--- src/sv/icg_pkg.sv ---
`default_nettype none

package icg_pkg;

    // Field widths fixed by the interface.
    localparam int GRAD_W    = 24;
    localparam int AXIS_W    = 2;
    localparam int AREA_W    = 24;
    localparam int ICV_W     = 24;
    localparam int EPS_W     = 12;
    localparam int SUM_W     = 48;
    localparam int OUT_W     = 32;
    localparam int CFG_W     = 24;
    localparam int CFG_IDX_W = 1;

    // Internal datapath widths.
    // Sum of two gradients, in half-LSB units.
    localparam int S_W    = GRAD_W + 1;
    // Sum of up to three squares, rounded up to an even width for the root.
    localparam int SQ_W   = 2 * S_W + 2;
    localparam int ROOT_W = SQ_W / 2;
    // Root plus twice the epsilon.
    localparam int D_W    = ROOT_W + 1;

    // Configuration register indexes.
    localparam logic [CFG_IDX_W-1:0] CFG_INV_VOLUME = 1'd0;
    localparam logic [CFG_IDX_W-1:0] CFG_EPSILON    = 1'd1;

    // Register reset values.
    localparam logic [ICV_W-1:0] ICV_RESET = 24'd4096;
    localparam logic [EPS_W-1:0] EPS_RESET = 12'd1;

    typedef logic signed [S_W-1:0] gsum_t;

endpackage

`default_nettype wire

--- src/sv/icg_sqrt.sv ---
`default_nettype none

module icg_sqrt #(
    parameter int RAD_W = 52
) (
    input  logic               clk,
    input  logic               rst_n,
    input  logic               start,
    input  logic [RAD_W-1:0]   radicand,
    output logic [RAD_W/2-1:0] root,
    output logic               done
);

    localparam int ROOT_W = RAD_W / 2;
    localparam int REM_W  = ROOT_W + 3;
    localparam int CNT_W  = $clog2(ROOT_W);
    localparam logic [CNT_W-1:0] LAST_STEP = CNT_W'(ROOT_W - 1);

    logic [RAD_W-1:0]  rad_reg,  rad_next;
    logic [REM_W-1:0]  rem_reg,  rem_next;
    logic [ROOT_W-1:0] root_reg, root_next;
    logic [CNT_W-1:0]  cnt_reg,  cnt_next;
    logic              run_reg,  run_next;
    logic              done_reg, done_next;
    logic [REM_W-1:0]  rem_sh;
    logic [REM_W-1:0]  trial;

    // One root bit per cycle: bring down two radicand bits and try 4r+1.
    always_comb
    begin
        rem_sh    = {rem_reg[REM_W-3:0], rad_reg[RAD_W-1:RAD_W-2]};
        trial     = {1'b0, root_reg, 2'b01};
        rad_next  = rad_reg;
        rem_next  = rem_reg;
        root_next = root_reg;
        cnt_next  = cnt_reg;
        run_next  = run_reg;
        done_next = 1'b0;
        if (start)
        begin
            rad_next  = radicand;
            rem_next  = '0;
            root_next = '0;
            cnt_next  = '0;
            run_next  = 1'b1;
        end
        else if (run_reg)
        begin
            rad_next = {rad_reg[RAD_W-3:0], 2'b00};
            if (rem_sh >= trial)
            begin
                rem_next  = rem_sh - trial;
                root_next = {root_reg[ROOT_W-2:0], 1'b1};
            end
            else
            begin
                rem_next  = rem_sh;
                root_next = {root_reg[ROOT_W-2:0], 1'b0};
            end
            cnt_next = cnt_reg + 1'b1;
            if (cnt_reg == LAST_STEP)
            begin
                run_next  = 1'b0;
                done_next = 1'b1;
            end
        end
    end

    always_ff @(posedge clk or negedge rst_n)
    begin
        if (!rst_n)
        begin
            cnt_reg  <= '0;
            run_reg  <= 1'b0;
            done_reg <= 1'b0;
        end
        else
        begin
            cnt_reg  <= cnt_next;
            run_reg  <= run_next;
            done_reg <= done_next;
        end
    end

    always_ff @(posedge clk)
    begin
        rad_reg  <= rad_next;
        rem_reg  <= rem_next;
        root_reg <= root_next;
    end

    assign root = root_reg;
    assign done = done_reg;

endmodule

`default_nettype wire

--- src/sv/icg_div.sv ---
`default_nettype none

module icg_div #(
    parameter int DEN_W = 27,
    parameter int Q_W   = 13
) (
    input  logic             clk,
    input  logic             rst_n,
    input  logic             start,
    input  logic [DEN_W-1:0] num,
    input  logic [DEN_W-1:0] den,
    output logic [Q_W-1:0]   quot,
    output logic             done
);

    // The numerator is num * 2^(Q_W-1); num must stay below twice den.
    localparam int CNT_W = $clog2(Q_W);
    localparam logic [CNT_W-1:0] LAST_STEP = CNT_W'(Q_W - 1);

    logic [DEN_W:0]   rem_reg,  rem_next;
    logic [DEN_W-1:0] den_reg,  den_next;
    logic [Q_W-1:0]   quot_reg, quot_next;
    logic [CNT_W-1:0] cnt_reg,  cnt_next;
    logic             run_reg,  run_next;
    logic             first_reg, first_next;
    logic             done_reg, done_next;
    logic [DEN_W:0]   cand;

    // Restoring division, one quotient bit per cycle.
    always_comb
    begin
        cand       = first_reg ? rem_reg : {rem_reg[DEN_W-1:0], 1'b0};
        rem_next   = rem_reg;
        den_next   = den_reg;
        quot_next  = quot_reg;
        cnt_next   = cnt_reg;
        run_next   = run_reg;
        first_next = first_reg;
        done_next  = 1'b0;
        if (start)
        begin
            rem_next   = {1'b0, num};
            den_next   = den;
            quot_next  = '0;
            cnt_next   = '0;
            run_next   = 1'b1;
            first_next = 1'b1;
        end
        else if (run_reg)
        begin
            first_next = 1'b0;
            if (cand >= {1'b0, den_reg})
            begin
                rem_next  = cand - {1'b0, den_reg};
                quot_next = {quot_reg[Q_W-2:0], 1'b1};
            end
            else
            begin
                rem_next  = cand;
                quot_next = {quot_reg[Q_W-2:0], 1'b0};
            end
            cnt_next = cnt_reg + 1'b1;
            if (cnt_reg == LAST_STEP)
            begin
                run_next  = 1'b0;
                done_next = 1'b1;
            end
        end
    end

    always_ff @(posedge clk or negedge rst_n)
    begin
        if (!rst_n)
        begin
            cnt_reg   <= '0;
            run_reg   <= 1'b0;
            first_reg <= 1'b0;
            done_reg  <= 1'b0;
        end
        else
        begin
            cnt_reg   <= cnt_next;
            run_reg   <= run_next;
            first_reg <= first_next;
            done_reg  <= done_next;
        end
    end

    always_ff @(posedge clk)
    begin
        rem_reg  <= rem_next;
        den_reg  <= den_next;
        quot_reg <= quot_next;
    end

    assign quot = quot_reg;
    assign done = done_reg;

endmodule

`default_nettype wire

--- src/sv/icg_mul.sv ---
`default_nettype none

module icg_mul #(
    parameter int A_W = 24,
    parameter int B_W = 13
) (
    input  logic               clk,
    input  logic               rst_n,
    input  logic               start,
    input  logic [A_W-1:0]     a,
    input  logic [B_W-1:0]     b,
    output logic [A_W+B_W-1:0] prod,
    output logic               done
);

    localparam int P_W   = A_W + B_W;
    localparam int CNT_W = (B_W > 1) ? $clog2(B_W) : 1;
    localparam logic [CNT_W-1:0] LAST_STEP = CNT_W'(B_W - 1);

    logic [P_W-1:0]   a_reg,   a_next;
    logic [B_W-1:0]   b_reg,   b_next;
    logic [P_W-1:0]   acc_reg, acc_next;
    logic [CNT_W-1:0] cnt_reg, cnt_next;
    logic             run_reg, run_next;
    logic             done_reg, done_next;

    // Shift-add, one multiplier bit per cycle from the low end.
    always_comb
    begin
        a_next    = a_reg;
        b_next    = b_reg;
        acc_next  = acc_reg;
        cnt_next  = cnt_reg;
        run_next  = run_reg;
        done_next = 1'b0;
        if (start)
        begin
            a_next   = P_W'(a);
            b_next   = b;
            acc_next = '0;
            cnt_next = '0;
            run_next = 1'b1;
        end
        else if (run_reg)
        begin
            if (b_reg[0])
            begin
                acc_next = acc_reg + a_reg;
            end
            a_next   = {a_reg[P_W-2:0], 1'b0};
            b_next   = b_reg >> 1;
            cnt_next = cnt_reg + 1'b1;
            if (cnt_reg == LAST_STEP)
            begin
                run_next  = 1'b0;
                done_next = 1'b1;
            end
        end
    end

    always_ff @(posedge clk or negedge rst_n)
    begin
        if (!rst_n)
        begin
            cnt_reg  <= '0;
            run_reg  <= 1'b0;
            done_reg <= 1'b0;
        end
        else
        begin
            cnt_reg  <= cnt_next;
            run_reg  <= run_next;
            done_reg <= done_next;
        end
    end

    always_ff @(posedge clk)
    begin
        a_reg   <= a_next;
        b_reg   <= b_next;
        acc_reg <= acc_next;
    end

    assign prod = acc_reg;
    assign done = done_reg;

endmodule

`default_nettype wire

--- src/sv/interface_curvature_from_gradients_core.sv ---
`default_nettype none

// Channel   Handshake                 Word
// --------  ------------------------  -------------------------------------------
// config    cfg_wr_en                 cfg_index, cfg_data (no wait, no read-back)
// input     in_valid / in_ready       face_axis .. last_face, one cell face
// output    out_valid / out_ready     curvature, saturated (after last_face only)
//
// A face is accepted, squared, then passed through the square root, the division and the
// area product in turn; the bit-serial root is the longest of these steps. A last face
// then goes on to the volume product and to loading the output word.
// A face with an axis out of range skips the root, division and area product.
// Reset loads the register defaults and clears the face sum.
// One result word is held while the next face is taken; a stalled output stops the
// block only when a second result is ready.

module interface_curvature_from_gradients_core #(
    parameter int DIMENSION     = 3,
    parameter int FRACTION_BITS = 12
) (
    input  logic                                clk,
    input  logic                                rst_n,
    input  logic                                cfg_wr_en,
    input  logic [icg_pkg::CFG_IDX_W-1:0]       cfg_index,
    input  logic [icg_pkg::CFG_W-1:0]           cfg_data,
    input  logic                                in_valid,
    output logic                                in_ready,
    input  logic [icg_pkg::AXIS_W-1:0]          face_axis,
    input  logic                                upper_face,
    input  logic signed [icg_pkg::GRAD_W-1:0]   centre_grad_x,
    input  logic signed [icg_pkg::GRAD_W-1:0]   centre_grad_y,
    input  logic signed [icg_pkg::GRAD_W-1:0]   centre_grad_z,
    input  logic signed [icg_pkg::GRAD_W-1:0]   neighbour_grad_x,
    input  logic signed [icg_pkg::GRAD_W-1:0]   neighbour_grad_y,
    input  logic signed [icg_pkg::GRAD_W-1:0]   neighbour_grad_z,
    input  logic [icg_pkg::AREA_W-1:0]          face_area,
    input  logic                                last_face,
    output logic                                out_valid,
    input  logic                                out_ready,
    output logic signed [icg_pkg::OUT_W-1:0]    curvature,
    output logic                                saturated
);

    import icg_pkg::*;

    localparam int Q_W    = FRACTION_BITS + 1;
    localparam int AP_W   = AREA_W + Q_W;
    localparam int VP_W   = SUM_W + ICV_W;
    localparam int VQ_W   = VP_W - FRACTION_BITS;
    localparam logic [1:0] DIM_IDX = 2'(DIMENSION);
    localparam logic [Q_W-1:0] N_MAX = {1'b1, {FRACTION_BITS{1'b0}}};
    localparam logic [VQ_W-1:0] LIM_POS = VQ_W'(33'h07FFFFFFF);
    localparam logic [VQ_W-1:0] LIM_NEG = VQ_W'(33'h080000000);

    localparam logic [2:0] ST_IDLE = 3'd0;
    localparam logic [2:0] ST_SQR  = 3'd1;
    localparam logic [2:0] ST_ROOT = 3'd2;
    localparam logic [2:0] ST_DIV  = 3'd3;
    localparam logic [2:0] ST_AMUL = 3'd4;
    localparam logic [2:0] ST_VMUL = 3'd5;
    localparam logic [2:0] ST_OUT  = 3'd6;

    logic [2:0]          state_reg,   state_next;
    logic [1:0]          idx_reg,     idx_next;
    gsum_t               s0_reg,      s0_next;
    gsum_t               s1_reg,      s1_next;
    gsum_t               s2_reg,      s2_next;
    logic [AXIS_W-1:0]   axis_reg,    axis_next;
    logic                upper_reg,   upper_next;
    logic                last_reg,    last_next;
    logic [AREA_W-1:0]   area_reg,    area_next;
    logic [2*S_W-1:0]    sqp_reg,     sqp_next;
    logic [SQ_W-1:0]     sqacc_reg,   sqacc_next;
    logic [D_W-1:0]      d_reg,       d_next;
    logic [SUM_W-1:0]    sum_reg,     sum_next;
    logic [ICV_W-1:0]    icv_reg,     icv_next;
    logic [EPS_W-1:0]    eps_reg,     eps_next;
    logic                sqrt_go_reg, sqrt_go_next;
    logic                div_go_reg,  div_go_next;
    logic                amul_go_reg, amul_go_next;
    logic                vmul_go_reg, vmul_go_next;
    logic                ovalid_reg,  ovalid_next;
    logic [OUT_W-1:0]    curv_reg,    curv_next;
    logic                sat_reg,     sat_next;

    gsum_t               s_sel;
    gsum_t               s_axis;
    logic signed [2*S_W-1:0] sq_val;
    logic                axis_ok;
    logic                a_neg;
    logic [S_W-1:0]      a_mag;
    logic                sub_term;
    logic [SUM_W-1:0]    term;
    logic                sum_neg;
    logic                res_neg;
    logic [SUM_W-1:0]    sum_mag;
    logic [VQ_W-1:0]     vq;
    logic [VQ_W-1:0]     lim;
    logic                clip;
    logic [OUT_W-1:0]    qv;

    logic [ROOT_W-1:0]   root;
    logic                sqrt_done;
    logic [Q_W-1:0]      div_quot;
    logic                div_done;
    logic [Q_W-1:0]      n_val;
    logic [AP_W-1:0]     amul_prod;
    logic                amul_done;
    logic [VP_W-1:0]     vmul_prod;
    logic                vmul_done;

    // Operand selection and sign handling.
    always_comb
    begin
        s_sel    = (idx_reg == 2'd0) ? s0_reg : ((idx_reg == 2'd1) ? s1_reg : s2_reg);
        sq_val   = s_sel * s_sel;
        axis_ok  = (axis_reg < 2'd3) && (axis_reg < DIM_IDX);
        s_axis   = (axis_reg == 2'd0) ? s0_reg : ((axis_reg == 2'd1) ? s1_reg : s2_reg);
        a_neg    = s_axis[S_W-1];
        a_mag    = a_neg ? (~s_axis + 1'b1) : s_axis;
        sub_term = a_neg ^ ~upper_reg;
        n_val    = (d_reg == '0) ? '0 : div_quot;
        term     = SUM_W'(amul_prod[AP_W-1:FRACTION_BITS]);
        sum_neg  = sum_reg[SUM_W-1];
        res_neg  = !sum_neg && (sum_reg != '0);
        sum_mag  = sum_neg ? (~sum_reg + 1'b1) : sum_reg;
        vq       = vmul_prod[VP_W-1:FRACTION_BITS];
        lim      = res_neg ? LIM_NEG : LIM_POS;
        clip     = vq > lim;
        qv       = clip ? lim[OUT_W-1:0] : vq[OUT_W-1:0];
    end

    // Face sequencer and configuration registers.
    always_comb
    begin
        state_next   = state_reg;
        idx_next     = idx_reg;
        s0_next      = s0_reg;
        s1_next      = s1_reg;
        s2_next      = s2_reg;
        axis_next    = axis_reg;
        upper_next   = upper_reg;
        last_next    = last_reg;
        area_next    = area_reg;
        sqp_next     = sqp_reg;
        sqacc_next   = sqacc_reg;
        d_next       = d_reg;
        sum_next     = sum_reg;
        icv_next     = icv_reg;
        eps_next     = eps_reg;
        sqrt_go_next = 1'b0;
        div_go_next  = 1'b0;
        amul_go_next = 1'b0;
        vmul_go_next = 1'b0;
        ovalid_next  = ovalid_reg;
        curv_next    = curv_reg;
        sat_next     = sat_reg;

        if (cfg_wr_en)
        begin
            case (cfg_index)
                CFG_INV_VOLUME: icv_next = cfg_data[ICV_W-1:0];
                CFG_EPSILON:    eps_next = cfg_data[EPS_W-1:0];
                default:        ;
            endcase
        end

        if (ovalid_reg && out_ready)
        begin
            ovalid_next = 1'b0;
        end

        case (state_reg)
            ST_IDLE:
            begin
                if (in_valid)
                begin
                    s0_next    = {centre_grad_x[GRAD_W-1], centre_grad_x}
                               + {neighbour_grad_x[GRAD_W-1], neighbour_grad_x};
                    s1_next    = {centre_grad_y[GRAD_W-1], centre_grad_y}
                               + {neighbour_grad_y[GRAD_W-1], neighbour_grad_y};
                    s2_next    = {centre_grad_z[GRAD_W-1], centre_grad_z}
                               + {neighbour_grad_z[GRAD_W-1], neighbour_grad_z};
                    axis_next  = face_axis;
                    upper_next = upper_face;
                    last_next  = last_face;
                    area_next  = face_area;
                    idx_next   = '0;
                    sqacc_next = '0;
                    state_next = ST_SQR;
                end
            end
            // One square per cycle, accumulated from its register in the next cycle.
            ST_SQR:
            begin
                sqp_next = sq_val;
                if (idx_reg != 2'd0)
                begin
                    sqacc_next = sqacc_reg + SQ_W'(sqp_reg);
                end
                idx_next = idx_reg + 1'b1;
                if (idx_reg == DIM_IDX)
                begin
                    if (axis_ok)
                    begin
                        sqrt_go_next = 1'b1;
                        state_next   = ST_ROOT;
                    end
                    else if (last_reg)
                    begin
                        vmul_go_next = 1'b1;
                        state_next   = ST_VMUL;
                    end
                    else
                    begin
                        state_next = ST_IDLE;
                    end
                end
            end
            ST_ROOT:
            begin
                if (sqrt_done)
                begin
                    d_next      = D_W'(root) + D_W'({eps_reg, 1'b0});
                    div_go_next = 1'b1;
                    state_next  = ST_DIV;
                end
            end
            ST_DIV:
            begin
                if (div_done)
                begin
                    amul_go_next = 1'b1;
                    state_next   = ST_AMUL;
                end
            end
            // Fold the face term into the running sum.
            ST_AMUL:
            begin
                if (amul_done)
                begin
                    sum_next = sub_term ? (sum_reg - term) : (sum_reg + term);
                    if (last_reg)
                    begin
                        vmul_go_next = 1'b1;
                        state_next   = ST_VMUL;
                    end
                    else
                    begin
                        state_next = ST_IDLE;
                    end
                end
            end
            ST_VMUL:
            begin
                if (vmul_done)
                begin
                    state_next = ST_OUT;
                end
            end
            // Clip, negate and hand the word to the output register.
            ST_OUT:
            begin
                if (!ovalid_reg || out_ready)
                begin
                    curv_next   = res_neg ? (~qv + 1'b1) : qv;
                    sat_next    = clip;
                    ovalid_next = 1'b1;
                    sum_next    = '0;
                    state_next  = ST_IDLE;
                end
            end
            default:
            begin
                state_next = ST_IDLE;
            end
        endcase
    end

    always_ff @(posedge clk or negedge rst_n)
    begin
        if (!rst_n)
        begin
            state_reg   <= ST_IDLE;
            idx_reg     <= '0;
            sum_reg     <= '0;
            icv_reg     <= ICV_RESET;
            eps_reg     <= EPS_RESET;
            sqrt_go_reg <= 1'b0;
            div_go_reg  <= 1'b0;
            amul_go_reg <= 1'b0;
            vmul_go_reg <= 1'b0;
            ovalid_reg  <= 1'b0;
        end
        else
        begin
            state_reg   <= state_next;
            idx_reg     <= idx_next;
            sum_reg     <= sum_next;
            icv_reg     <= icv_next;
            eps_reg     <= eps_next;
            sqrt_go_reg <= sqrt_go_next;
            div_go_reg  <= div_go_next;
            amul_go_reg <= amul_go_next;
            vmul_go_reg <= vmul_go_next;
            ovalid_reg  <= ovalid_next;
        end
    end

    always_ff @(posedge clk)
    begin
        s0_reg    <= s0_next;
        s1_reg    <= s1_next;
        s2_reg    <= s2_next;
        axis_reg  <= axis_next;
        upper_reg <= upper_next;
        last_reg  <= last_next;
        area_reg  <= area_next;
        sqp_reg   <= sqp_next;
        sqacc_reg <= sqacc_next;
        d_reg     <= d_next;
        curv_reg  <= curv_next;
        sat_reg   <= sat_next;
    end

    // Serial units.
    icg_sqrt #(
        .RAD_W (SQ_W)
    ) u_sqrt (
        .clk      (clk),
        .rst_n    (rst_n),
        .start    (sqrt_go_reg),
        .radicand (sqacc_reg),
        .root     (root),
        .done     (sqrt_done)
    );

    icg_div #(
        .DEN_W (D_W),
        .Q_W   (Q_W)
    ) u_div (
        .clk   (clk),
        .rst_n (rst_n),
        .start (div_go_reg),
        .num   (D_W'(a_mag)),
        .den   (d_reg),
        .quot  (div_quot),
        .done  (div_done)
    );

    icg_mul #(
        .A_W (AREA_W),
        .B_W (Q_W)
    ) u_area_mul (
        .clk   (clk),
        .rst_n (rst_n),
        .start (amul_go_reg),
        .a     (area_reg),
        .b     (n_val),
        .prod  (amul_prod),
        .done  (amul_done)
    );

    icg_mul #(
        .A_W (SUM_W),
        .B_W (ICV_W)
    ) u_vol_mul (
        .clk   (clk),
        .rst_n (rst_n),
        .start (vmul_go_reg),
        .a     (sum_mag),
        .b     (icv_reg),
        .prod  (vmul_prod),
        .done  (vmul_done)
    );

    assign in_ready  = (state_reg == ST_IDLE);
    assign out_valid = ovalid_reg;
    assign curvature = curv_reg;
    assign saturated = sat_reg;

    // The unit normal component never exceeds one.
    a_norm_bound: assert property (@(posedge clk) disable iff (!rst_n)
        (div_done && (d_reg != '0)) |-> (div_quot <= N_MAX))
        else $error("normal component exceeds one");

    // The root finishes only while the sequencer waits for it.
    a_root_state: assert property (@(posedge clk) disable iff (!rst_n)
        sqrt_done |-> (state_reg == ST_ROOT))
        else $error("square root finished out of sequence");

    // Emitting a result clears the face sum.
    a_sum_clear: assert property (@(posedge clk) disable iff (!rst_n)
        ((state_reg == ST_OUT) && (!ovalid_reg || out_ready)) |=> (sum_reg == '0))
        else $error("face sum not cleared after result");

    // An accepted face starts the squaring pass.
    a_accept_seq: assert property (@(posedge clk) disable iff (!rst_n)
        (in_valid && in_ready) |=> ((state_reg == ST_SQR) && (idx_reg == 2'd0)))
        else $error("accepted face did not start squaring");

endmodule

`default_nettype wire
--- config.mk ---
export PLATFORM = sky130hd
export DESIGN_NAME = interface_curvature_from_gradients_core
export DESIGN_NICKNAME = d
export VERILOG_FILES = /design/src/sv/icg_pkg.sv /design/src/sv/icg_sqrt.sv /design/src/sv/icg_div.sv /design/src/sv/icg_mul.sv /design/src/sv/interface_curvature_from_gradients_core.sv
export SDC_FILE = /design/constraint.sdc
export NUM_CORES = 2
export LEC_CHECK = 0
export ABC_CLOCK_PERIOD_IN_PS = 14620
export BUFFER_PORTS_ARGS = -buffer_cell sky130_fd_sc_hd__buf_2
export CORE_MARGIN = 1
export CORE_UTILIZATION = 55
export DETAILED_ROUTE_END_ITERATION = 16
export GPL_ROUTABILITY_DRIVEN = 0
export PLACE_DENSITY = 0.7
export SETUP_SLACK_MARGIN = 0.3
export SLEW_MARGIN = 15
export SYNTH_ARGS = -nofsm -noshare
export SYNTH_HDL_FRONTEND = slang
export SYNTH_SLANG_ARGS = --single-unit
--- constraint.sdc ---
create_clock -name clk -period 14.62 [get_ports clk]
set_input_delay 2.924 -clock clk [delete_from_list [all_inputs] [get_ports clk]]
set_output_delay 2.924 -clock clk [all_outputs]
set_load 0.02 [all_outputs]
# Word-level counts from Yosys, hierarchy flattened
# Index checks and enable logic that the tools add are counted.
# totals
regBits	814
latch_bits	0
ramBits	0
rom_bits	0
n_memories	0
# classes
add_sub_neg	19
n_mul	1
div	0
order_cmp	4
n_eq_ne	21
n_shift	0
muxes	95
n_bitwise	6
reduce_logical	28
# op_table
operator	count
$mux W48	6
$mux W52	4
$mux W25	7
$pmux W52 S2	1
$mux W24	4
$mux W32	3
$pmux W48 S2	1
$add A24 B24 Y25	3
$add A72 B72 Y72	1
$gt A60 B32 Y1	1
$mux W28	2
$add A52 B50 Y52	1
$mul A25 B25 Y50	1
$add A48 B1 Y48 const B	1
$add A48 B25 Y48	1
$not A48 Y48	1
$reduce_bool A48 Y1	1
$sub A48 B25 Y48	1
$mux W1	42
$mux W13	3
$add A37 B37 Y37	1
$add A32 B1 Y32 const B	1
$not A32 Y32	1
$ge A29 B28 Y1	1
39 further kinds	85

# Longest topological paths before layout
# depth
word_depth	8
depth_mapped	37
depth_no_buf	34

# By module
# From an unflattened synthesis, not the netlist that was laid out.
# unflattened
hier_cells	7872
area_unflattened_um2	74674.1
# by_module_without_submodules
module	n_inst	cells_per_inst	area_each_um2	seq_area_each_um2
interface_curvature_from_gradients_core	1	4890	46400.8	10282.4
icg_mul (u_vol_mul)	1	1252	11078.1	4259.1
icg_sqrt	1	596	6351.1	2797.7
icg_mul (u_area_mul)	1	633	5823.1	2262.2
icg_div	1	501	5021.1	2077.0

# Worst setup path after synthesis
# Ideal clock, no wire load.
# synth_path
kind	reg-to-reg
start	register idx_reg[1]
end	register sqp_reg[48] (data pin)
setup_ns	0.271
arrival_time_ns	8.662
required_time_ns	14.349
path_slack_ns	5.687
path_stages_with_launch	30
synth_period_minus_slack_ns	8.933
path_cell_list	dfrtp_1 -> inv_1 -> ha_1 -> clkbuf_1 -> clkbuf_1 -> mux2i_1 -> o21a_1 -> clkbuf_1 -> buf_1 -> nor2_1 -> fa_1 -> fa_1 -> fa_1 -> inv_1 -> fa_1 -> inv_1 -> fa_1 -> inv_1 -> fa_1 -> inv_1 -> ha_1 -> a21o_1 -> a21oi_1 -> nand2_1 -> a211oi_1 -> a211oi_1 -> a41oi_1 -> o31ai_1 -> a2111oi_0 -> xnor2_1
# synth_between
elab_chain_cells	4
# synth_lines
item	line_no	rtl
from (decl)	interface_curvature_from_gradients_core.sv:64	logic [1:0] idx_reg, idx_next;
from (signal assigned)	interface_curvature_from_gradients_core.sv:298	idx_reg <= idx_next;
$eq A2 B1 Y1	interface_curvature_from_gradients_core.sv:115	s_sel = (idx_reg == 2'd0) ? s0_reg : ((idx_reg == 2'd1) ? s1_reg : s2_reg);
$mux W25	interface_curvature_from_gradients_core.sv:115	
$mux W25 *	interface_curvature_from_gradients_core.sv:115	
$mul A25 B25 Y50 *	interface_curvature_from_gradients_core.sv:116	sq_val = s_sel * s_sel;
named net sq_val[48]	interface_curvature_from_gradients_core.sv:88	logic signed [2*S_W-1:0] sq_val;
to (signal assigned)	interface_curvature_from_gradients_core.sv:319	sqp_reg <= sqp_next;
to (decl)	interface_curvature_from_gradients_core.sv:72	logic [2*S_W-1:0] sqp_reg, sqp_next;
# The timed path passes the listed nets; every way through them passes the cells marked *.
# A chain may end at the register's enable or synchronous reset.

# Final worst setup path
# layout_path
start	register idx_reg[1]
end	register sqp_reg[49] (data pin)
# Same word-level chain as after synthesis.

==> results_dict.tcl <==
set metrics [dict create \
    synthArstFlopShare_pct 14.9 \
    via_per_inst 5.71 \
    drive_gt1_share_pct 8.81 \
    p_leak_nw 34.2 \
    dieArea_sq_mm 0.131 \
    slew_viol_final 0 \
    placed_cell_area_sq_mm 0.0741 \
    io_buffers 236 \
    multiInputGateArea_sq_mm 0.0450 \
    cts_repair_resize_count 0 \
    critPathMostFrequentCell "inv_1" \
    tns_ns 0 \
    cts_htree_levels 3 \
    nets 8942 \
    clk_latency_ns 0.70 \
    grt_max_degree 97 \
    min_path_cells 0 \
    synth_seq_cells 813 \
    design_area_sq_mm 0.0773 \
    clock_sinks 813 \
    drtIter0Drc 3969 \
    cts_hold_buf 0 \
    postCtsSetupBuffers 0 \
    grt_pass1_wl_mm 284 \
    ys_types 90 \
    endpoint_kind "register" \
    ir_drop_mv 0.0949 \
    synth_area_per_cell_sq_um 9.57 \
    num_antenna_cells 0 \
    globalRouteOverflowTotal 0 \
    power_density_mw_per_mm2 65.9 \
    cap_violations 0 \
    finalHoldViolCount 0 \
    crit_slowest_cell "nor4b_1" \
    vias 53604 \
    critical_path.max_fanout 17 \
    antenna_found_initial 2 \
    regArea_sq_mm 0.0217 \
    ctsLongestPathBuffers 3 \
    start_util_pct 55.6 \
    cp-start-kind "register" \
    hpwl_mm 133 \
    crit_start "idx_reg[1]" \
    synth_flop_cell "edfxtp_1" \
    first_pass_iters 6 \
    synth_warnings 0 \
    status "complete, no violations" \
    fmax_mhz 90.7 \
    setup_violations 0 \
    io_pins 237 \
    crit_end "sqp_reg[49]" \
    rsz0062_at_grt "no" \
    critPathMaxStageDelay_ns 0.87 \
    worstReg2RegStart "idx_reg[1]" \
    syn_nets 8803 \
    crit_type "register to register" \
    area_growth_pct 8.58 \
    crit_arrival_ns 11.47 \
    reg2reg_to "sqp_reg[49]" \
    synth-edff-count 477 \
    synthCells 7444 \
    rows 131 \
    reg2regPathDepth 34 \
    avgRoutedWirePerCell_um 18.5 \
    clkTransAtPathRegs_ns 0.06 \
    fin_crit_sh_pct 75.4 \
    synth_seq_area_share_pct 30.4 \
    drc 0 \
    skew_ns 0.0312 \
    hold_class "register to register" \
    postRouteAntennaNets 0 \
    cts_tree "built" \
    die_w_um 362 \
    fillers 10850 \
    worstMarginPinSlew_ns 1.19 \
    rrSetupSlack_ns 3.59 \
    cts_buffers 92 \
    relSlewSlack_pct 20.9 \
    die_y_um 362 \
    first_global_vias 54331 \
    fin_crit_ns 11.03 \
    grt_usage_pct 26.8 \
    required_ns 15.06 \
    core_area_sq_mm 0.128 \
    routed_wl_mm 174 \
    clockRootBuffer "clkbuf_16" \
    netlist_area_sq_mm 0.0712 \
    hp-start "d_reg[3]" \
]
## layout by cell type (no fill, tap or decap), types with 16 or more instances in the layout
cell type and instances:
o211ai_1 20, nand4_1 55, o21ai_1 17, o21bai_1 55
fa_1 620, xnor2_1 267, nor3_1 99, edfxtp_1 477
and2_1 38, nand3_1 70, nor4_1 28, nand2b_1 59
clkinv_1 16, nor2b_1 67, a211oi_1 82, buf_4 58
clkbuf_1 16, dfrtp_1 113, and3_1 42, ha_1 535
a21boi_0 21, a211o_1 19, o31ai_1 39, o21ai_0 278
or3_1 30, mux2i_1 159, xor2_1 201, nor2_1 673
inv_1 952, a31oi_1 55, a21o_1 186, buf_2 235
a21oi_1 553, o22ai_1 37, dfxtp_1 215, mux2_2 161
o41ai_1 22, nand2_1 656, o21a_1 56, clkbuf_16 95
## where the power goes
| part | switching, mW | leakage (nW) | internal (mW) |
|---|---|---|---|
| registers | 0.00832 | 6.73 | 2.43 |
| clock network | 0.971 | 1.54 | 1.45 |
| logic | 0.123 | 25.9 | 0.103 |
| total | 1.10 | 34.2 | 3.99 |
## Yosys cell counts (12+ instances only)
cell type / count / share of area, %
o21a_1: 56 / 0.59
and4_1: 14 / 0.17
fa_1: 621 / 17
nand2b_1: 59 / 0.52
nand4_1: 55 / 0.48
nand2_1: 658 / 3.5
o211ai_1: 20 / 0.21
o41ai_1: 22 / 0.27
o21bai_1: 55 / 0.58
and2_1: 39 / 0.34
mux2i_1: 159 / 2.2
o22ai_1: 37 / 0.33
inv_1: 954 / 5.0
a211o_1: 19 / 0.23
o31ai_1: 39 / 0.41
ha_1: 536 / 9.4
and3_1: 43 / 0.38
nor3_1: 99 / 0.70
clkbuf_1: 196 / 1.0
nor4_1: 28 / 0.25
nand3_1: 70 / 0.49
o21ai_0: 286 / 2.0
o2111ai_1: 12 / 0.15
or2_2: 12 / 0.11
edfxtp_1: 477 / 20
nor2b_1: 68 / 0.60
a21boi_0: 21 / 0.22
dfrtp_1: 119 / 4.2
a31oi_1: 55 / 0.48
xor2_1: 201 / 2.5
or3_1: 30 / 0.26
buf_1: 47 / 0.25
a211oi_1: 82 / 0.86
a21oi_1: 553 / 3.9
xnor2_1: 268 / 3.3
dfxtp_1: 215 / 6.0
nor2_1: 675 / 3.6
mux2_2: 161 / 2.5
a21o_1: 186 / 2.0
## how the worst min path moves through the flow
| stage | end |
|---|---|
| floorplan | u_div.den_reg[0] |
| global placement | u_div.den_reg[9] |
| detailed placement | u_div.den_reg[21] |
| CTS | u_vol_mul.prod[11] |
| global route | u_div.den_reg[6] |
| finish | u_div.den_reg[3] |
## cell type report
type	instances	area share, %
inverter	966	4.69
multi-input combinational	5416	58.2
tap	1729	2.80
clock inverter	52	0.820
clock buffer	120	3.31
timing repair buffer	294	2.10
sequential	813	28.0
## logic make-up (layout without fill, tap and decap cells)
family	count (synthesis)	count (layout)	share of synthesized area (%)
DFF	813	813	30.4
buffers and inverters	1215	1432	6.43
xor gates and xnor gates	469	469	5.77
and+or+nand+nor	1906	1906	12.0
adders and majority gates	1157	1157	26.9
muxes	321	321	4.81
AOI/OAI and AO/OA	1563	1563	13.7
## critical path, delay by kind of cell, from the launching register on
family                     cells  cell delay, ns
AOI/OAI and AO/OA             11            2.53
xor gates and xnor gates       1            0.09
adders and majority gates      9            4.65
buffers and inverters         10            1.61
DFF                            1            0.38
muxes                          1            0.25
and+or+nand+nor                2            1.24
## stage by stage
step / utilization [%] / power, mW / hold WS, ns / setup WS [ns] / instances
2_1_floorplan: - / 2.63 / 0.427 / 5.69 / 7444
3_3_place_gp: 57.9 / 2.71 / 0.438 / 3.98 / 9218
3_5_place_dp: 57.9 / 2.71 / 0.442 / 3.80 / 9218
4_1_cts: 60.4 / 5.15 / 0.458 / 3.72 / 9390
5_1_grt: 60.4 / 5.25 / 0.458 / 3.21 / 9390
6_report: 60.4 / 5.09 / 0.456 / 3.59 / 9390
## metal layers
metal  track usage, %  wire length [um]
met1             36.1             75700
met2             44.1             81100
met3             4.75             11400
met4             8.25              5420
met5                0                26
(Power assumes the default switching activity.)
